## src/rtl/mel_filterbank_log_energy_macros.svh

```systemverilog
// Assertion macros shared by the mel filterbank RTL.
// Included by the modules that carry concurrent checks; depends on nothing.
`ifndef MEL_FILTERBANK_LOG_ENERGY_MACROS_SVH
`define MEL_FILTERBANK_LOG_ENERGY_MACROS_SVH

// Same-cycle implication, disabled while reset is active.
`define MFLE_ASSERT_IMP(label, clk, rst_n, ante, cons, msg) \
    label: assert property (@(posedge clk) disable iff (!rst_n) (ante) |-> (cons)) \
        else $error(msg);

// Next-cycle implication, disabled while reset is active.
`define MFLE_ASSERT_NXT(label, clk, rst_n, ante, cons, msg) \
    label: assert property (@(posedge clk) disable iff (!rst_n) (ante) |=> (cons)) \
        else $error(msg);

`endif

```

## src/rtl/mfle_pkg.sv

```systemverilog
// Shared types and constants for the mel filterbank log energy block.
// Used by every module of the block except mfle_ram; depends on nothing.
package mfle_pkg;

    localparam int ACC_W  = 40;
    localparam int MAG_W  = 16;
    localparam int WT_W   = 16;
    localparam int PROD_W = MAG_W + WT_W;
    localparam int LOG_W  = 16;
    localparam int MEL_W  = 4;
    localparam int WBIN_W = 9;

    localparam logic [ACC_W-1:0] ACC_MAX = {ACC_W{1'b1}};
    // ln(2) in unsigned Q0.32.
    localparam logic [31:0] LN2_Q32 = 32'hB17217F8;

    typedef enum logic {
        CMD_BIN    = 1'b0,
        CMD_WEIGHT = 1'b1
    } t_cmd;

    typedef enum logic [5:0] {
        S_IDLE   = 6'b000001,
        S_MAC    = 6'b000010,
        S_DRAIN  = 6'b000100,
        S_EREAD  = 6'b001000,
        S_ESTART = 6'b010000,
        S_EWAIT  = 6'b100000
    } t_state;

    typedef enum logic [6:0] {
        L_IDLE   = 7'b0000001,
        L_NORM   = 7'b0000010,
        L_SQ_MUL = 7'b0000100,
        L_SQ_FIX = 7'b0001000,
        L_SC_MUL = 7'b0010000,
        L_SC_RND = 7'b0100000,
        L_DONE   = 7'b1000000
    } t_log_state;

    // One band lookup entering the multiply-accumulate pipeline.
    typedef struct packed {
        logic vld;
        logic sum_vld;
    } t_mac_ctl;

    // Status returned by the multiply-accumulate pipeline.
    typedef struct packed {
        logic we;
        logic busy;
    } t_mac_stat;

endpackage

```

## src/rtl/mfle_mac.sv

```systemverilog
// Two-stage multiply-accumulate pipeline: magnitude times weight, then a
// saturating add into the band sum. Depends on mfle_pkg.
module mfle_mac #(
    parameter int BW = 4
) (
    input  logic                            i_clk,
    input  logic                            i_rst_n,
    input  mfle_pkg::t_mac_ctl              i_ctl,
    input  logic [BW-1:0]                   i_band,
    input  logic [mfle_pkg::MAG_W-1:0]      i_mag,
    input  logic [mfle_pkg::WT_W-1:0]       i_weight,
    input  logic [mfle_pkg::ACC_W-1:0]      i_sum,
    output mfle_pkg::t_mac_stat             o_stat,
    output logic [BW-1:0]                   o_band,
    output logic [mfle_pkg::ACC_W-1:0]      o_sum
);

    localparam int AW = mfle_pkg::ACC_W;

    logic                            r_p1_vld;
    logic                            r_p1_svld;
    logic [BW-1:0]                   r_p1_band;
    logic                            r_p2_vld;
    logic [BW-1:0]                   r_p2_band;
    logic [mfle_pkg::PROD_W-1:0]     r_p2_prod;
    logic [AW-1:0]                   r_p2_sum;
    logic [AW:0]                     w_total;

    always_ff @(posedge i_clk) begin
        if (!i_rst_n) begin
            r_p1_vld <= 1'b0;
            r_p2_vld <= 1'b0;
        end else begin
            r_p1_vld <= i_ctl.vld;
            r_p2_vld <= r_p1_vld;
        end
    end

    // The RAM read data is present in the cycle after the lookup was issued.
    always_ff @(posedge i_clk) begin
        r_p1_svld <= i_ctl.sum_vld;
        r_p1_band <= i_band;
        r_p2_band <= r_p1_band;
        r_p2_prod <= i_mag * i_weight;
        r_p2_sum  <= r_p1_svld ? i_sum : '0;
    end

    assign w_total     = {1'b0, r_p2_sum} + (AW + 1)'(r_p2_prod);
    assign o_sum       = w_total[AW] ? mfle_pkg::ACC_MAX : w_total[AW-1:0];
    assign o_band      = r_p2_band;
    assign o_stat.we   = r_p2_vld;
    assign o_stat.busy = r_p1_vld | r_p2_vld;

endmodule

```

## config.mk

```make
export PLATFORM = sky130hd
export DESIGN_NAME = mfle_mac
export DESIGN_NICKNAME = d
export VERILOG_FILES = /design/src/rtl/mel_filterbank_log_energy_macros.svh /design/src/rtl/mfle_pkg.sv /design/src/rtl/mfle_mac.sv
export SDC_FILE = /design/constraint.sdc
export NUM_CORES = 1
export LEC_CHECK = 0
export ABC_AREA = 1
export BUFFER_PORTS_ARGS = -buffer_cell sky130_fd_sc_hd__buf_2
export CORE_ASPECT_RATIO = 1.1
export CORE_MARGIN = 4
export CORE_UTILIZATION = 25
export CTS_CLUSTER_DIAMETER = 60
export CTS_CLUSTER_SIZE = 40
export DETAILED_ROUTE_END_ITERATION = 8
export PLACE_DENSITY = 0.46
export SYNTH_ARGS = -nofsm -noshare
export SYNTH_HDL_FRONTEND = slang
export SYNTH_SLANG_ARGS = --single-unit
```

## constraint.sdc

```tcl
create_clock -name i_clk -period 13.7 [get_ports i_clk]
set_input_delay 2.055 -clock i_clk [delete_from_list [all_inputs] [get_ports i_clk]]
set_output_delay 2.055 -clock i_clk [all_outputs]
set_load 0.005 [all_outputs]
```

==> results by group <==
Clock tree
  • Number of buffers inserted by post-CTS setup repair: 0
  • Clk root buf: sky130_fd_sc_hd__clkbuf_16
  • Clock tree from TritonCTS: built
  • Number of buffers on the longest clock path: 2
  • Clk slew on worst S/H paths: 0.06 ns
  • Number of gates given a new drive strength after cts: 0
  • Cts bufs inserted: 9
  • Post-CTS Hold Buffers: 0
  • Maximum level of the CTS H-tree: 3
  • Clock tree sinks: 83
  • Clock insertion delay at the later pin of the skew report: 0.35 ns

Power and ir drop
  • Logic pwr share: 85.6%
  • Worst supply voltage drop on vdd: 0.2397 mV
  • Int Power: 1.715 mW
  • Sw Share: 58.07%
  • Cell leakage power: 9.466 nW
  • Share of power burned in registers: 9.0%
  • Net switching power of the design: 2.374 mW
  • Areal power density over the cells: 262.8 nW/um2
  • Clock Power Share: 5.5%

Timing
  • Worst-case clock skew: 0.003908 ns
  • RSZ-0062 raised after global routing: no
  • Period minus WS final: 7.024 ns
  • Setup Viol. Count Final: 0
  • Min setup slack post-route: 6.676 ns
  • Final total negative setup slack: 0 ns
  • Max-slew headroom at the worst pin: 49.59%
  • Worst-Margin Slew: 0.7535 ns
  • Number of pins with negative max-slew slack in the final report: 0
  • Period Utilization, post-route: 51.27%
  • Highest clock rate: 142.4 MHz
  • Final hold violation count: 0

Synthesis
  • Unique cell type count in the Yosys netlist: 31
  • Net count after synthesis: 2475
  • Cell accounting for the most synthesized area: sky130_fd_sc_hd__fa_1
  • Number of flops mapped to enable cells by yosys: 0
  • Most repeated cell in the gate-level netlist after synthesis: sky130_fd_sc_hd__nand2_1
  • Synthesized flop and latch total: 83
  • Largest cells by area after synthesis: sky130_fd_sc_hd__fa_1 28%, sky130_fd_sc_hd__nand2_1 17%, sky130_fd_sc_hd__inv_1 15%, sky130_fd_sc_hd__ha_1 12%, sky130_fd_sc_hd__dfxtp_1 12%
  • Proportion of synthesized flip-flops having asynchronous set or reset: 0%
  • Area of the mapped netlist: 14040 um2
  • Flip-flop cell with the highest count after synthesis: sky130_fd_sc_hd__dfxtp_1
  • Average cell area after synthesis: 6.803 um2
  • Portion of synthesized cell area occupied by the leading cell type: 27.80%
  • Sequential cell area fraction in the yosys report: 11.83%
  • Mapped Cells: 2064
  • Most used standard cells in the synthesized netlist: 650 x sky130_fd_sc_hd__nand2_1, 557 x sky130_fd_sc_hd__inv_1, 195 x sky130_fd_sc_hd__fa_1
  • Number of warnings issued by yosys: 0

Worst setup path
  • Worst setup SP type: input pin
  • Count of buffer and inverter cells on the critical path: 4
  • CP top delay family: adder cells
  • Crit path arrival time: 7.27 ns
  • Master of the slowest instance on the critical path: sky130_fd_sc_hd__fa_1
  • Crit path cell chain: buf_2 -> nand2_1 -> fa_1 -> fa_1 -> inv_1 -> fa_1 -> fa_1 -> fa_1 -> inv_1 -> fa_1 -> inv_1 -> ha_1 -> a21oi_1 -> o21ai_0 -> a21oi_1 -> nor2_1 -> nor2_1 -> nand2_1 -> nand2_1 -> nand2_1
  • Critical path type: in -> reg
  • Crit. End Element: flip-flop
  • Worst Path Required: 13.95 ns
  • Worst-path fanout max: 16
  • Cell mode on critical path: sky130_fd_sc_hd__fa_1
  • CP peak stage delay: 0.54 ns

Placed design
  • Buffers added on ports: 125
  • DP Area: 15300 um2
  • Final HPWL from detailed placement: 36.05 mm
  • Routability-driven placement congestion ratio: 0.8610
  • Worst setup timing slack at the placement stage: 6.293 ns

Floorplan
  • DIE HEIGHT: 256.6 um
  • Std cell rows: 90
  • Top Ports: 126
  • Initial core utilization: 25.45%
  • Overall die area: 60020 um2
  • Core box area: 55180 um2
  • DIE WIDTH: 234.0 um

Route
  • Initial DRT Pass Iterations: 5
  • Detailed-route via count: 12247
  • Iteration-0 DRC Markers: 547
  • DR vias/cell: 4.270
  • DRC: 0
  • Total Wirelength: 42.91 mm
  • Wire length per cell after detailed routing: 14.96 um
  • Remaining antenna violation count after routing: 0

Final layout
  • Number of filler cells placed in the layout: 6240
  • Number of nets in the final layout: 2538
  • Final core utilization: 28.20%
  • Post-route cell area: 15560 um2
  • Area added between synthesis and finish: 10.82%
  • Proportion of layout cells with a drive suffix above 1: 7.414%

Global route
  • Overall Global Routing Usage: 14.50%
  • Initial antenna violation count: 1
  • Pin count of the biggest net entering global routing: 41
  • Wire length of the first global-routing pass: 68.91 mm
  • Vias in the first global route: 12985
  • Grt total ovfl: 0

Run
  • Number of maximum-capacitance violations: 0

Outcome
  • Outcome: completed

Hold path
  • Tightest Hold Check Type: reg -> reg
-- flip-flops by register name (all words and copies together), names as in the netlist --
name and cells:
r_p1_vld 1, r_p2_vld 1, r_p2_sum 40, r_p1_band 4
r_p2_prod 32, r_p1_svld 1, o_band 4
-- per-layer routing --
metal / routed length, um / vias to the layer above / GRT usage, % / part of all wire, %
li1: - / 6091 / - / -
met1: 19490 / 5878 / 18.85 / 45
met2: 20960 / 236 / 25.68 / 49
met3: 1609 / 42 / 1.232 / 3.7
met4: 849 / 0 / 3.896 / 2.0
met5: 0 / - / 0 / 0
-- power groups by stage --
stage | sequential (mW) | combinational (mW) | clock (mW)
after floorplan | 0.355 | 2.50 | 0
after global placement | 0.375 | 3.52 | 0
after detailed placement | 0.372 | 3.52 | 0
after CTS | 0.368 | 3.54 | 0.235
after global routing | 0.372 | 4.05 | 0.243
final | 0.366 | 3.50 | 0.223
-- stage by stage --
stage	std cells	power, mW	hold slack (ns)
2_1_floorplan	2064	2.855	0.3096
3_3_place_gp	2852	3.892	0.3102
3_5_place_dp	2852	3.890	0.3174
4_1_cts	2867	4.144	0.3324
5_1_grt	2867	4.663	0.3353
6_report	2868	4.089	0.3274
-- path summary, 6_finish.rpt --
check             cells after the start                      end                  from  slack, ns
hold reg to reg                       0        o_band[1]$_DFF_P_  r_p1_band[1]$_DFF_P_       0.33
setup reg to reg                      3  r_p2_sum[14]$_SDFF_PN0_     r_p1_svld$_DFF_P_      12.68
setup / recovery                     20    r_p2_prod[29]$_DFF_P_             i_mag[15]       6.68
hold / removal                        0        o_band[1]$_DFF_P_  r_p1_band[1]$_DFF_P_       0.33
-- worst reg2reg max path, stage by stage (launching register included) --
cell and delay (ns):
sky130_fd_sc_hd__dfxtp_1 0.30, sky130_fd_sc_hd__buf_4 0.37, sky130_fd_sc_hd__nand2_1 0.16, sky130_fd_sc_hd__inv_1 0.13
-- layout make-up --
class / instances / area, um2 / share of cell area (%)
multi-input cells: 1348 / 9982 / 64.15
inverters: 559 / 2098 / 13.49
clock inverters: 4 / 28.78 / 0.1849
clock buffers: 11 / 232.7 / 1.496
diodes: 1 / 2.502 / 0.01608
repair buffers: 126 / 633.1 / 4.069
well taps: 736 / 920.9 / 5.918
flip-flops and latches: 83 / 1662 / 10.68
-- logic make-up after synthesis --
| logic type | after synthesis | synth area share (%) |
|---|---|---|
| and+or+nand+nor | 887 | 25.30 |
| buffers and inverters | 633 | 17.07 |
| adders and majority gates | 331 | 39.92 |
| AOI/OAI and AO/OA | 93 | 3.564 |
| DFF | 83 | 11.83 |
| xor gates and xnor gates | 37 | 2.308 |
-- placed cells by master, fill, tap and decap left out, drive strengths merged, types with 5 or more instances in the layout --
cell type and count:
a21oi 57, buf 126, clkbuf 11, dfxtp 83
fa 195, ha 136, inv 559, nand2 658
nand3 87, nand4 16, nor2 101, nor3 18
o21ai 23, o21bai 7, xnor2 5, xor2 32
Power figures use the tool's default switching activity.
