$ cat src/rtl/mel_filterbank_log_energy_macros.svh
// Assertion macros shared by the mel filterbank RTL.
// Included by the modules that carry concurrent checks; depends on nothing.
`ifndef MEL_FILTERBANK_LOG_ENERGY_MACROS_SVH
`define MEL_FILTERBANK_LOG_ENERGY_MACROS_SVH

// Same-cycle implication, disabled while reset is active.
`define MFLE_ASSERT_IMP(label, clk, rst_n, ante, cons, msg) \
    label: assert property (@(posedge clk) disable iff (!rst_n) (ante) |-> (cons)) \
        else $error(msg);

// Next-cycle implication, disabled while reset is active.
`define MFLE_ASSERT_NXT(label, clk, rst_n, ante, cons, msg) \
    label: assert property (@(posedge clk) disable iff (!rst_n) (ante) |=> (cons)) \
        else $error(msg);

`endif

$ cat src/rtl/mfle_ram.sv
// Generic simple dual-port RAM with one write port and a registered read port.
// Depends on nothing; used for the weight table and the band sums.
module mfle_ram #(
    parameter int WIDTH = 16,
    parameter int DEPTH = 16
) (
    input  logic                                   i_clk,
    input  logic                                   i_we,
    input  logic [((DEPTH > 1) ? $clog2(DEPTH) : 1)-1:0] i_waddr,
    input  logic [WIDTH-1:0]                       i_wdata,
    input  logic [((DEPTH > 1) ? $clog2(DEPTH) : 1)-1:0] i_raddr,
    output logic [WIDTH-1:0]                       o_rdata
);

    logic [WIDTH-1:0] r_mem [DEPTH];
    logic [WIDTH-1:0] r_rdata;

    always_ff @(posedge i_clk) begin
        if (i_we) begin
            r_mem[i_waddr] <= i_wdata;
        end
        r_rdata <= r_mem[i_raddr];
    end

    assign o_rdata = r_rdata;

endmodule

$ cat config.mk
export PLATFORM = sky130hd
export DESIGN_NAME = mfle_ram
export DESIGN_NICKNAME = d
export VERILOG_FILES = /design/src/rtl/mel_filterbank_log_energy_macros.svh /design/src/rtl/mfle_ram.sv
export SDC_FILE = /design/constraint.sdc
export NUM_CORES = 1
export LEC_CHECK = 0
export ABC_CLOCK_PERIOD_IN_PS = 3000
export BUFFER_PORTS_ARGS = -buffer_cell sky130_fd_sc_hd__buf_2
export CAP_MARGIN = 0
export CORE_ASPECT_RATIO = 1.25
export CORE_MARGIN = 2
export CORE_UTILIZATION = 35
export CTS_BUF_LIST = sky130_fd_sc_hd__clkbuf_4 sky130_fd_sc_hd__clkbuf_8 sky130_fd_sc_hd__clkbuf_16
export CTS_CLUSTER_DIAMETER = 100
export DETAILED_ROUTE_END_ITERATION = 12
export GPL_TIMING_DRIVEN = 0
export HOLD_SLACK_MARGIN = 0.12
export SLEW_MARGIN = 20
export SYNTH_ARGS = -nofsm -noshare
export SYNTH_HDL_FRONTEND = slang
export SYNTH_SLANG_ARGS = --single-unit
$ cat constraint.sdc
create_clock -name i_clk -period 3 [get_ports i_clk]
set_input_delay 0.15 -clock i_clk [delete_from_list [all_inputs] [get_ports i_clk]]
set_output_delay 0.15 -clock i_clk [all_outputs]
set_load 0.1 [all_outputs]
==> report_table.html <==
<table>
<tr><th>Metric</th><th>Value</th></tr>
<tr><th colspan="2">Run status</th></tr>
<tr><td>Result of the run</td><td>complete, no violations</td></tr>
<tr><th colspan="2">Clocking</th></tr>
<tr><td>Htree depth</td><td>1</td></tr>
<tr><td>Root Buffer Master</td><td>sky130_fd_sc_hd__clkbuf_16</td></tr>
<tr><td>Number of buffers inserted to repair setup after CTS</td><td>0</td></tr>
<tr><td>TritonCTS clock tree</td><td>built</td></tr>
<tr><td>Post-CTS sizing</td><td>0</td></tr>
<tr><td>Post-CTS clock slew at the launch and capture registers of the worst setup and hold paths</td><td>0.06 ns</td></tr>
<tr><td>Insertion delay to the later sink of the worst-skew pair</td><td>0.52 ns</td></tr>
<tr><td>Clock sink count</td><td>272</td></tr>
<tr><td>CTS Hold Bufs</td><td>19</td></tr>
<tr><td>Cts bufs inserted</td><td>26</td></tr>
<tr><td>Number of buffers between clock root and the deepest sink</td><td>3</td></tr>
<tr><th colspan="2">Synthesis</th></tr>
<tr><td>Number of enable flip-flop cells after synthesis</td><td>256</td></tr>
<tr><td>Yosys warning count</td><td>0</td></tr>
<tr><td>Post-synth top area share</td><td>76.5%</td></tr>
<tr><td>Top-count cell post-synth</td><td>sky130_fd_sc_hd__edfxtp_1</td></tr>
<tr><td>Post-synthesis average cell area</td><td>23.2 um2</td></tr>
<tr><td>Ys async rst share</td><td>0%</td></tr>
<tr><td>Synthesized instance count</td><td>432</td></tr>
<tr><td>Area of the mapped netlist</td><td>between 10000 and 15000 um2</td></tr>
<tr><td>Largest cells by area after synthesis</td><td>sky130_fd_sc_hd__edfxtp_1 77%, sky130_fd_sc_hd__mux4_2 12%, sky130_fd_sc_hd__dfxtp_1 3.2%</td></tr>
<tr><td>Commonest cells in the synthesized netlist</td><td>256 x sky130_fd_sc_hd__edfxtp_1, 54 x sky130_fd_sc_hd__mux4_2, 32 x sky130_fd_sc_hd__a22oi_1</td></tr>
<tr><td>Post-synthesis cell type count</td><td>19</td></tr>
<tr><td>Post-synth top flop</td><td>sky130_fd_sc_hd__edfxtp_1</td></tr>
<tr><td>Sequential area share after synthesis</td><td>79.7%</td></tr>
<tr><td>Net Count, Synth</td><td>458</td></tr>
<tr><td>Library cell with the largest summed area after synthesis</td><td>sky130_fd_sc_hd__edfxtp_1</td></tr>
<tr><td>Number of register bits inferred by synthesis</td><td>roughly 270</td></tr>
<tr><th colspan="2">Global route</th></tr>
<tr><td>Met2 Usage GRT</td><td>23.9%</td></tr>
<tr><td>Wire length of the first global-routing pass</td><td>31000 um</td></tr>
<tr><td>GR met1 Demand/Resource</td><td>18.7%</td></tr>
<tr><td>Initial antenna violation count</td><td>0</td></tr>
<tr><td>Vias in the first global route</td><td>around 5100</td></tr>
<tr><td>Leftover overflow at the end of global routing</td><td>0</td></tr>
<tr><td>Most used routing layer in global routing</td><td>met2</td></tr>
<tr><td>Gr usage total</td><td>~14%</td></tr>
<tr><td>Pin count of the biggest net entering global routing</td><td>17</td></tr>
<tr><td>GRT met3 Usage</td><td>1.79%</td></tr>
<tr><th colspan="2">Detailed routing</th></tr>
<tr><td>DRC marker count from the first detailed-route iteration</td><td>332</td></tr>
<tr><td>Routed WL</td><td>20600 um</td></tr>
<tr><td>Detailed-route via count</td><td>4735</td></tr>
<tr><td>DRT antenna net count</td><td>0</td></tr>
<tr><td>Avg Vias per Cell</td><td>5.19</td></tr>
<tr><td>Number of optimization iterations in the first detailed-route pass</td><td>5</td></tr>
<tr><td>DRC errors left</td><td>0</td></tr>
<tr><td>Routed wire per std cell</td><td>between 20 and 25 um</td></tr>
<tr><th colspan="2">Timing</th></tr>
<tr><td>Max_slew headroom</td><td>41.9%</td></tr>
<tr><td>Final Max Tran Viols</td><td>0</td></tr>
<tr><td>Final worst path period need</td><td>1.68 ns</td></tr>
<tr><td>Setup repair after global routing missed its margin</td><td>no</td></tr>
<tr><td>Final Hold Violating Endpoints</td><td>0</td></tr>
<tr><td>Final worst slack</td><td>1.32 ns</td></tr>
<tr><td>Final setup fails</td><td>0</td></tr>
<tr><td>Worst hold slack after final layout</td><td>0.200 ns</td></tr>
<tr><td>Final worst-path cycle share</td><td>approximately 56%</td></tr>
<tr><td>Highest clock rate</td><td>594 MHz</td></tr>
<tr><td>Final Skew</td><td>about 0.0069 ns</td></tr>
<tr><td>Final-layout setup total negative slack</td><td>0 ns</td></tr>
<tr><td>Slew at the pin closest to its max-slew limit</td><td>between 0.8 and 0.9 ns</td></tr>
<tr><th colspan="2">Critical path</th></tr>
<tr><td>Delay contributed by the slowest stage of the critical path</td><td>0.54 ns</td></tr>
<tr><td>CP Capture Point</td><td>r_mem[2][2]</td></tr>
<tr><td>Crit Path Max Fanout</td><td>9</td></tr>
<tr><td>Critical Path Start Type</td><td>input port</td></tr>
<tr><td>Worst Reg-to-Reg Cells</td><td>3</td></tr>
<tr><td>Reg2reg start</td><td>r_mem[3][13]</td></tr>
<tr><td>Critical path arrival</td><td>1.91 ns</td></tr>
<tr><td>Setup slack of the most critical reg-to-reg path</td><td>1.63 ns</td></tr>
<tr><td>Data required time at the worst endpoint</td><td>3.22 ns</td></tr>
<tr><td>Beginning of the critical path</td><td>i_waddr[0]</td></tr>
<tr><td>Critical-path top delay cell</td><td>sky130_fd_sc_hd__nor2_2</td></tr>
<tr><td>Element type at the critical path end</td><td>register</td></tr>
<tr><td>Crit Path Category</td><td>input port to register</td></tr>
<tr><td>Series of cell instances along the critical path</td><td>dlygate4sd3_1 &gt; buf_2 &gt; nand2b_1 &gt; nor2_2 &gt; buf_6</td></tr>
<tr><td>Critical register-to-register path endpoint</td><td>o_rdata[13]</td></tr>
<tr><th colspan="2">Final layout</th></tr>
<tr><td>Share of cells above drive strength 1</td><td>around a third</td></tr>
<tr><td>FF+latch area</td><td>about 8000 um2</td></tr>
<tr><td>Final nets</td><td>around 560</td></tr>
<tr><td>Final core area utilization</td><td>42.4%</td></tr>
<tr><td>Ant diodes</td><td>0</td></tr>
<tr><td>Syn-to-layout area delta</td><td>19.5%</td></tr>
<tr><td>Number of cells in the finished layout apart from fillers</td><td>913</td></tr>
<tr><td>Layout fillers</td><td>2445</td></tr>
<tr><td>Area used by multi-input combinational logic</td><td>1960 um2</td></tr>
<tr><td>Fin area</td><td>12000 um2</td></tr>
<tr><th colspan="2">Die</th></tr>
<tr><td>Die X</td><td>between 150 and 200 um</td></tr>
<tr><td>Row cnt</td><td>between 60 and 70</td></tr>
<tr><td>Starting utilization of the core area</td><td>35.5%</td></tr>
<tr><td># IOs</td><td>42</td></tr>
<tr><td>Placeable core region</td><td>28300 um2</td></tr>
<tr><td>Floorplan die height</td><td>193 um</td></tr>
<tr><td>Full die area</td><td>30100 um2</td></tr>
<tr><th colspan="2">Run</th></tr>
<tr><td>Maximum capacitance violations</td><td>0</td></tr>
<tr><th colspan="2">Min path</th></tr>
<tr><td>Start point of the worst hold path</td><td>i_raddr[0]</td></tr>
<tr><td>Path category of the worst min-delay check</td><td>input port to register</td></tr>
<tr><th colspan="2">Pwr</th></tr>
<tr><td>Cell area power density</td><td>670 nW/um2</td></tr>
<tr><td>Max VDD drop</td><td>0.394 mV</td></tr>
<tr><td>Total power</td><td>about 8.0 mW</td></tr>
<tr><td>Lkg Pwr</td><td>around 4 nW</td></tr>
<tr><th colspan="2">Place</th></tr>
<tr><td>Dpl cells</td><td>846</td></tr>
<tr><td>HPWL after detailed placement</td><td>13900 um</td></tr>
<tr><td>Buffers added on ports</td><td>39</td></tr>
<tr><td>Placed Area</td><td>11000 um2</td></tr>
<tr><td>Worst slack at placement</td><td>0.973 ns</td></tr>
<tr><td>GP Congestion</td><td>0.722</td></tr>
</table>
-- layer usage --
layer / wire [um] / vias up
met5: 0 / -
met4: 483 / 0
met3: 1020 / 41
met2: 10600 / 141
met1: 8500 / 2501
li1: - / 2052
-- critical path: cells and delay by family --
| family | cells | cell delay (ns) |
|---|---|---|
| buffers and inverters | 3 | 0.95 |
| and+or+nand+nor | 2 | 0.79 |
-- kinds of logic after synthesis --
kind of cell	count (synthesis)	share of synthesized area, %
compound gates	32	2.39
simple gates	43	1.92
flops	272	79.7
mux	64	14.7
buf+inv	21	1.23
-- registers in the layout, summed over array words and instances (netlist names) --
signal,cells
r_mem,256
o_rdata,16
-- how the worst min path moves through the flow --
stage                               to  slack, ns  depth (start not counted)
final                      o_rdata[15]       0.20                          4
after global routing       o_rdata[15]       0.23                          4
after CTS                  o_rdata[15]       0.19                          4
after detailed placement   r_mem[7][3]       0.54                          1
after global placement    r_mem[8][15]       0.52                          1
after floorplan            r_mem[0][0]       0.25                          0
-- cell type report --
cell class	count	area share [%]
Multi-Input combinational cell	139	16.3
Clock buffer	33	6.01
Timing Repair Buffer	78	5.18
Tap cell	355	3.70
Sequential cell	272	66.7
Clock inverter	15	1.01
Buffer	21	1.03
-- layout by cell type, fill, tap and decap left out, types with 6 or more instances in the layout --
master,netlist,routed
sky130_fd_sc_hd__a22oi_1,32,32
sky130_fd_sc_hd__buf_2,3,42
sky130_fd_sc_hd__buf_4,3,10
sky130_fd_sc_hd__buf_6,4,7
sky130_fd_sc_hd__buf_8,0,10
sky130_fd_sc_hd__clkbuf_1,8,8
sky130_fd_sc_hd__clkbuf_16,0,27
sky130_fd_sc_hd__clkbuf_4,0,6
sky130_fd_sc_hd__clkinv_1,0,7
sky130_fd_sc_hd__dfxtp_1,16,16
sky130_fd_sc_hd__dlygate4sd3_1,0,19
sky130_fd_sc_hd__edfxtp_1,256,256
sky130_fd_sc_hd__mux4_1,10,10
sky130_fd_sc_hd__mux4_2,54,54
sky130_fd_sc_hd__nand2_1,17,17
sky130_fd_sc_hd__nor2_2,0,12
-- report_power, final --
| part | switching (mW) | leakage (nW) | internal, mW | total [mW] |
|---|---|---|---|---|
| registers | 0.0194 | 2.45 | 4.25 | 4.27 |
| clock network | 1.31 | 0.416 | 1.87 | 3.18 |
| logic | 0.412 | 1.05 | 0.181 | 0.592 |
No activity file was read; power rests on OpenSTA's default activity.
