$ cat config.mk
export PLATFORM = sky130hd
export DESIGN_NAME = mfle_log
export DESIGN_NICKNAME = d
export VERILOG_FILES = /design/src/rtl/mfle_pkg.sv /design/src/rtl/mfle_log.sv
export VERILOG_INCLUDE_DIRS = /design/src /design/src/rtl
export SDC_FILE = /design/constraint.sdc
export NUM_CORES = 2
export LEC_CHECK = 0
export BUFFER_PORTS_ARGS = -buffer_cell sky130_fd_sc_hd__buf_2
export CAP_MARGIN = 15
export CORE_MARGIN = 2
export CORE_UTILIZATION = 55
export CTS_CLUSTER_DIAMETER = 150
export CTS_CLUSTER_SIZE = 28
export DETAILED_ROUTE_END_ITERATION = 7
export PLACE_DENSITY = 0.69
export SYNTH_ARGS = -nofsm -noshare
export SYNTH_HDL_FRONTEND = slang
export SYNTH_SLANG_ARGS = --single-unit
export TNS_END_PERCENT = 20
$ cat constraint.sdc
create_clock -name i_clk -period 10.6 [get_ports i_clk]
set_input_delay 1.06 -clock i_clk [delete_from_list [all_inputs] [get_ports i_clk]]
set_output_delay 1.06 -clock i_clk [all_outputs]
set_load 0.005 [all_outputs]
$ cat src/rtl/mel_filterbank_log_energy_macros.svh
// Assertion macros shared by the mel filterbank RTL.
// Included by the modules that carry concurrent checks; depends on nothing.
`ifndef MEL_FILTERBANK_LOG_ENERGY_MACROS_SVH
`define MEL_FILTERBANK_LOG_ENERGY_MACROS_SVH

// Same-cycle implication, disabled while reset is active.
`define MFLE_ASSERT_IMP(label, clk, rst_n, ante, cons, msg) \
    label: assert property (@(posedge clk) disable iff (!rst_n) (ante) |-> (cons)) \
        else $error(msg);

// Next-cycle implication, disabled while reset is active.
`define MFLE_ASSERT_NXT(label, clk, rst_n, ante, cons, msg) \
    label: assert property (@(posedge clk) disable iff (!rst_n) (ante) |=> (cons)) \
        else $error(msg);

`endif

$ cat src/rtl/mfle_pkg.sv
// Shared types and constants for the mel filterbank log energy block.
// Used by every module of the block except mfle_ram; depends on nothing.
package mfle_pkg;

    localparam int ACC_W  = 40;
    localparam int MAG_W  = 16;
    localparam int WT_W   = 16;
    localparam int PROD_W = MAG_W + WT_W;
    localparam int LOG_W  = 16;
    localparam int MEL_W  = 4;
    localparam int WBIN_W = 9;

    localparam logic [ACC_W-1:0] ACC_MAX = {ACC_W{1'b1}};
    // ln(2) in unsigned Q0.32.
    localparam logic [31:0] LN2_Q32 = 32'hB17217F8;

    typedef enum logic {
        CMD_BIN    = 1'b0,
        CMD_WEIGHT = 1'b1
    } t_cmd;

    typedef enum logic [5:0] {
        S_IDLE   = 6'b000001,
        S_MAC    = 6'b000010,
        S_DRAIN  = 6'b000100,
        S_EREAD  = 6'b001000,
        S_ESTART = 6'b010000,
        S_EWAIT  = 6'b100000
    } t_state;

    typedef enum logic [6:0] {
        L_IDLE   = 7'b0000001,
        L_NORM   = 7'b0000010,
        L_SQ_MUL = 7'b0000100,
        L_SQ_FIX = 7'b0001000,
        L_SC_MUL = 7'b0010000,
        L_SC_RND = 7'b0100000,
        L_DONE   = 7'b1000000
    } t_log_state;

    // One band lookup entering the multiply-accumulate pipeline.
    typedef struct packed {
        logic vld;
        logic sum_vld;
    } t_mac_ctl;

    // Status returned by the multiply-accumulate pipeline.
    typedef struct packed {
        logic we;
        logic busy;
    } t_mac_stat;

endpackage

$ cat src/rtl/mfle_log.sv
// Iterative natural-log unit: ln(1 + acc / 2^15) in unsigned Q5.11, saturating.
// Normalizes one bit per cycle, squares for sixteen log2 bits. Depends on mfle_pkg.
`include "mel_filterbank_log_energy_macros.svh"

module mfle_log (
    input  logic                        i_clk,
    input  logic                        i_rst_n,
    input  logic                        i_start,
    input  logic [mfle_pkg::ACC_W-1:0]  i_acc,
    output logic                        o_done,
    output logic [mfle_pkg::LOG_W-1:0]  o_result
);

    localparam int VW = mfle_pkg::ACC_W + 1;
    localparam int LW = mfle_pkg::LOG_W;

    mfle_pkg::t_log_state r_state, n_state;
    logic [VW-1:0]  r_v, n_v;
    logic [5:0]     r_e, n_e;
    logic [30:0]    r_m, n_m;
    logic [61:0]    r_sq, n_sq;
    logic [15:0]    r_frac, n_frac;
    logic [3:0]     r_cnt, n_cnt;
    logic [52:0]    r_prod, n_prod;
    logic [LW-1:0]  r_result, n_result;
    logic [31:0]    w_sq_top;
    logic [20:0]    w_l;
    logic [53:0]    w_rnd;

    assign w_sq_top = r_sq[61:30];
    assign w_l      = {5'(r_e - 6'd15), r_frac};
    assign w_rnd    = {1'b0, r_prod} + (54'd1 << 36);

    always_comb begin
        n_state  = r_state;
        n_v      = r_v;
        n_e      = r_e;
        n_m      = r_m;
        n_sq     = r_sq;
        n_frac   = r_frac;
        n_cnt    = r_cnt;
        n_prod   = r_prod;
        n_result = r_result;
        unique case (r_state)
            mfle_pkg::L_IDLE, mfle_pkg::L_DONE: begin
            end
            mfle_pkg::L_NORM: begin
                if (r_v[VW-1]) begin
                    // Keep the top 31 bits as Q1.30.
                    n_m     = r_v[VW-1:VW-31];
                    n_cnt   = '0;
                    n_frac  = '0;
                    n_state = mfle_pkg::L_SQ_MUL;
                end else begin
                    n_v = {r_v[VW-2:0], 1'b0};
                    n_e = r_e - 6'd1;
                end
            end
            mfle_pkg::L_SQ_MUL: begin
                n_sq    = r_m * r_m;
                n_state = mfle_pkg::L_SQ_FIX;
            end
            mfle_pkg::L_SQ_FIX: begin
                // A square of two or more gives a one bit and is halved.
                if (w_sq_top[31]) begin
                    n_m = w_sq_top[31:1];
                end else begin
                    n_m = w_sq_top[30:0];
                end
                n_frac = {r_frac[14:0], w_sq_top[31]};
                n_cnt  = r_cnt + 4'd1;
                if (r_cnt == 4'd15) begin
                    n_state = mfle_pkg::L_SC_MUL;
                end else begin
                    n_state = mfle_pkg::L_SQ_MUL;
                end
            end
            mfle_pkg::L_SC_MUL: begin
                n_prod  = w_l * mfle_pkg::LN2_Q32;
                n_state = mfle_pkg::L_SC_RND;
            end
            mfle_pkg::L_SC_RND: begin
                if (w_rnd[53]) begin
                    n_result = '1;
                end else begin
                    n_result = w_rnd[52:37];
                end
                n_state = mfle_pkg::L_DONE;
            end
            default: begin
                n_state = mfle_pkg::L_IDLE;
            end
        endcase
        if (i_start) begin
            n_v     = {1'b0, i_acc} + (VW'(1) << 15);
            n_e     = 6'(VW - 1);
            n_state = mfle_pkg::L_NORM;
        end
    end

    always_ff @(posedge i_clk) begin
        if (!i_rst_n) begin
            r_state <= mfle_pkg::L_IDLE;
        end else begin
            r_state <= n_state;
        end
    end

    always_ff @(posedge i_clk) begin
        r_v      <= n_v;
        r_e      <= n_e;
        r_m      <= n_m;
        r_sq     <= n_sq;
        r_frac   <= n_frac;
        r_cnt    <= n_cnt;
        r_prod   <= n_prod;
        r_result <= n_result;
    end

    assign o_done   = (r_state == mfle_pkg::L_DONE);
    assign o_result = r_result;

    `MFLE_ASSERT_NXT(a_start_loads, i_clk, i_rst_n, i_start, (r_state == mfle_pkg::L_NORM) && (r_v >= (VW'(1) << 15)), "log start did not load a biased value")
    `MFLE_ASSERT_IMP(a_exp_floor, i_clk, i_rst_n, (r_state == mfle_pkg::L_NORM) && r_v[VW-1], r_e >= 6'd15, "normalized exponent below the bias")
    `MFLE_ASSERT_IMP(a_mant_norm, i_clk, i_rst_n, r_state == mfle_pkg::L_SQ_MUL, r_m[30], "mantissa lost normalization during squaring")

endmodule

==> impl_results.md <==
* Final setup viols at 0
* Clock Sinks at 169
* VDD IR max at between 0.4 and 0.5 mV
* Library cells used by synthesis at ~70
* Min-Delay Startpoint: r_state[5]
* Fraction of met1 tracks used by global routing at 39.4%
* Total Wirelength at 111 mm
* Cell class contributing the biggest share of worst-path delay: adder cells
* DP Worst Slack at 1.91 ns
* Worst Slack Setup Final at 1.71 ns
* Pin slew with the least headroom to its limit at 1.28 ns
* Total number of vias at 29825
* Number of setup buffers added after CTS at 0
* Starting density of the core at 55.5%
* Minimum clock period at 8.89 ns
* Reported leakage power at ~24 nW
* Largest net degree at the start of global routing at 79
* Global-route congestion overflow total at 0
* Busiest metal layer after global routing: met2
* Floorplan die height at 286 um
* Max Fclk at 113 MHz
* Final Hold Violating Endpoints at 0
* Slew HR at 14.9%
* Number of enable-type register cells in the synthesized netlist at between 150 and 200
* Width of the die at about 290 um
* Via density at 5.37
* Detail Route Antenna Nets at 0
* Vias in the first global route at 32212
* Number of buffers inserted by hold repair at cts at 0
* Async S/R FF share, synth at 0%
* Number of antenna violations at the first check in global routing at 8
* Leading register cell type out of synthesis: sky130_fd_sc_hd__edfxtp_1
* Max Fanout on Critical Path at 19
* Met2 track demand over resource in global routing at 46.8%
* Layout cell share with drive strength beyond 1 at 3.69%
* CTS Buf Count at 17
* Clock Skews at 0.0221 ns
* Endpoint of the worst register-to-register path: r_sq[57]
* Reg clk slew, reported paths at 0.07 ns
* Hold crit path type: reg2reg
* Number of buffers inserted by port buffering at 59
* Hold Crit Depth at 1
* Met3 demand-to-capacity share in global routing at 3.90%
* Count of boundary I/O pins at 60
* # rows at just over 100
* CP dominant cell by count: sky130_fd_sc_hd__fa_1
* Total Power at 0.00993 W
* Unrepaired setup endpoints after global routing: false
* Endpoint type of the worst setup path: flip-flop
* Max-capacitance violation count at 0
* Area growth from synthesis to layout at 4.82%
* Crit path kind: reg2reg
* Clock latency reported for the late side of the worst-skew pair at ~0.50 ns
* Synth warnings at 0
* Flip-flop and latch count after synthesis at 169
* Die area at ~0.08 mm^2
* Max Slew Vio Count at 0
* Count of buffering cells on the critical path with inverters included at 2
* Number of resized instances in the post-cts repair step at 0
* Overall track demand over capacity in global routing at 28.4%
* Core area at between 0.07 and 0.08 mm^2
* First-pass iteration count of the detailed router at 6
* Startpoint kind of the worst setup timing path: flip-flop
* R2R setup slack at 1.71 ns
* Logic depth of the worst register-to-register path at 21
* First-pass GRT wire length at 177 mm
* Post-synthesis cell area at 0.0438 mm^2
* Worst flop-to-flop path startpoint: r_m[17]
* Endpoint required time on the critical path at 10.83 ns
* Non-filler cells, final at between 5000 and 6000
* HPWL after detailed placement at 93.4 mm
* Worst hold endpoint: r_state[5]
* Average wire per standard cell at 19.9 um
* Drt first-iter violations at 2001
* Setup Total Neg Slack at 0 ns
* Status: completed
* Root buf cell: sky130_fd_sc_hd__clkbuf_16
* Post-Synthesis Cells at 4485
* Number of nets produced by synthesis at 5989
* Pwr/cell area at 216 mW/mm^2
* Critical Path AT at 9.12 ns
* Worst hold margin at ~0.52 ns
* CP max-delay cell: sky130_fd_sc_hd__edfxtp_1
* Number of H-tree levels at 4
* Synthesized area per cell at between 9 and 10 um^2
* Highest cell delay on the worst timing path at 1.20 ns
* Total number of nets in the final design at 5986
* Maximum buffer depth of the clock tree at 2
* CTS tree: yes
* GPL Wtd Cong at 0.964
* Final period util at 83.9%
* Number of placed instances, taps included at 5513
* Residual DRC count at 0
* Sequential-to-total area share from yosys stat at 11.3%
* Cell breakdown of the critical path: buf_4, nand2_1, fa_1, inv_1, fa_1, fa_1, fa_1, fa_1, fa_1, fa_1, ha_1, ha_1, nand2_1, or3_1, or2_0, a31oi_1, o21ai_1, a21oi_4, a21boi_2, o41ai_2, xor2_1
Yosys cell counts, types with 4 or more instances:
library cell	instances	area [um^2]
sky130_fd_sc_hd__nor2b_1	14	87.6
sky130_fd_sc_hd__ha_1	506	6330
sky130_fd_sc_hd__a21oi_1	114	571
sky130_fd_sc_hd__and3_1	21	131
sky130_fd_sc_hd__nor3_1	17	85.1
sky130_fd_sc_hd__o211ai_1	6	45.0
sky130_fd_sc_hd__and2_1	166	1040
sky130_fd_sc_hd__xnor2_1	67	587
sky130_fd_sc_hd__inv_1	1295	4860
sky130_fd_sc_hd__xor2_1	49	429
sky130_fd_sc_hd__dfxtp_1	12	240
sky130_fd_sc_hd__nand2b_1	38	238
sky130_fd_sc_hd__a22o_1	10	87.6
sky130_fd_sc_hd__clkbuf_1	119	447
sky130_fd_sc_hd__o311ai_0	4	35.0
sky130_fd_sc_hd__nand3_1	31	155
sky130_fd_sc_hd__o21bai_1	16	120
sky130_fd_sc_hd__nand2_1	417	1570
sky130_fd_sc_hd__and4_1	10	87.6
sky130_fd_sc_hd__a31oi_1	13	81.3
sky130_fd_sc_hd__a211oi_1	7	52.6
sky130_fd_sc_hd__mux2i_1	36	360
sky130_fd_sc_hd__or3_1	9	56.3
sky130_fd_sc_hd__o21a_1	9	67.6
sky130_fd_sc_hd__fa_1	955	19100
sky130_fd_sc_hd__nor4_1	9	56.3
sky130_fd_sc_hd__o21ai_0	112	561
sky130_fd_sc_hd__o22ai_1	4	25.0
sky130_fd_sc_hd__nor2_1	107	402
sky130_fd_sc_hd__nand4_1	36	225
sky130_fd_sc_hd__edfxtp_1	157	4710
sky130_fd_sc_hd__a21o_1	47	353
sky130_fd_sc_hd__or2_2	8	50.1
where the power goes:
part | internal [W] | leakage [nW] | switching (W)
Clock | 0.000318 | 0.295 | 0.000330
Sequential | 0.000991 | 1.56 | 0.0000206
Combinational | 0.00324 | 22.4 | 0.00504
Total | 0.00455 | 24.3 | 0.00539
stage by stage:
stage | util (%) | instance area (um^2)
floorplan | - | 43800
global placement | 57.4 | 45300
detailed placement | 57.4 | 45300
CTS | 58.2 | 45900
global route | 58.2 | 45900
finish | 58.2 | 45900
worst max path at each step:
stage | end | slack, ns | from | cells after the start
2_1_floorplan | r_sq[57] | 3.18 | r_m[12] | 27
3_3_place_gp | r_sq[54] | 2.02 | r_m[5] | 23
3_5_place_dp | r_sq[57] | 1.91 | r_m[17] | 21
4_1_cts | r_sq[57] | 1.85 | r_m[17] | 21
5_1_grt | r_sq[57] | 1.53 | r_m[5] | 22
6_report | r_sq[57] | 1.71 | r_m[17] | 21
cells by family (layout without fill, tap and decap cells):
logic type                 after synthesis  in the layout  synth area share (%)
other                                    0              4                     0
adders and majority gates             1461           1461                  58.1
DFF                                    169            169                  11.3
xor gates and xnor gates               116            116                  2.32
muxes                                   37             37                 0.848
AOI/OAI and AO/OA                      379            379                  5.37
and+or+nand+nor                        897            897                  9.80
buffers and inverters                 1426           1436                  12.3
final cells by class:
type                    instances  area (um^2)
multi-input cells            2890        33500
repair buffers                107          656
clock buffers                  17          425
flip-flops and latches        169         4950
diodes                          4         10.0
well taps                    1050         1310
fillers                      6868        33000
inverters                    1297         4870
clock inverters                15          176
sequential cells by signal, summed over array words and instances, names as in the netlist:
signal    count
r_v          41
r_sq         32
r_e           5
r_prod       17
o_result     16
r_state       7
r_cnt         4
r_m          31
r_frac       16
layer usage:
| layer | wire length (um) | up-vias |
|---|---|---|
| li1 | - | 13504 |
| met1 | 47000 | 15231 |
| met2 | 53500 | 903 |
| met3 | 6820 | 185 |
| met4 | 3190 | 2 |
| met5 | 13 | - |
cell usage in the layout (no fill, tap or decap), types with 17 or more instances in the layout:
cell type                   netlist  routed
sky130_fd_sc_hd__clkbuf_16        0      17
sky130_fd_sc_hd__fa_1           955     955
sky130_fd_sc_hd__buf_2            3      59
sky130_fd_sc_hd__xnor2_1         67      67
sky130_fd_sc_hd__o21ai_0        112     111
sky130_fd_sc_hd__ha_1           506     506
sky130_fd_sc_hd__a21oi_1        114     114
sky130_fd_sc_hd__nor2_1         107     107
sky130_fd_sc_hd__nand2b_1        38      38
sky130_fd_sc_hd__nand4_1         36      36
sky130_fd_sc_hd__xor2_1          49      49
sky130_fd_sc_hd__nand3_1         31      31
sky130_fd_sc_hd__inv_1         1295    1295
sky130_fd_sc_hd__and3_1          21      21
sky130_fd_sc_hd__edfxtp_1       157     157
sky130_fd_sc_hd__nand2_1        417     417
sky130_fd_sc_hd__and2_1         166     166
sky130_fd_sc_hd__a21o_1          47      47
sky130_fd_sc_hd__buf_4            3      48
sky130_fd_sc_hd__mux2i_1         36      36
(Power assumes the default switching activity.)
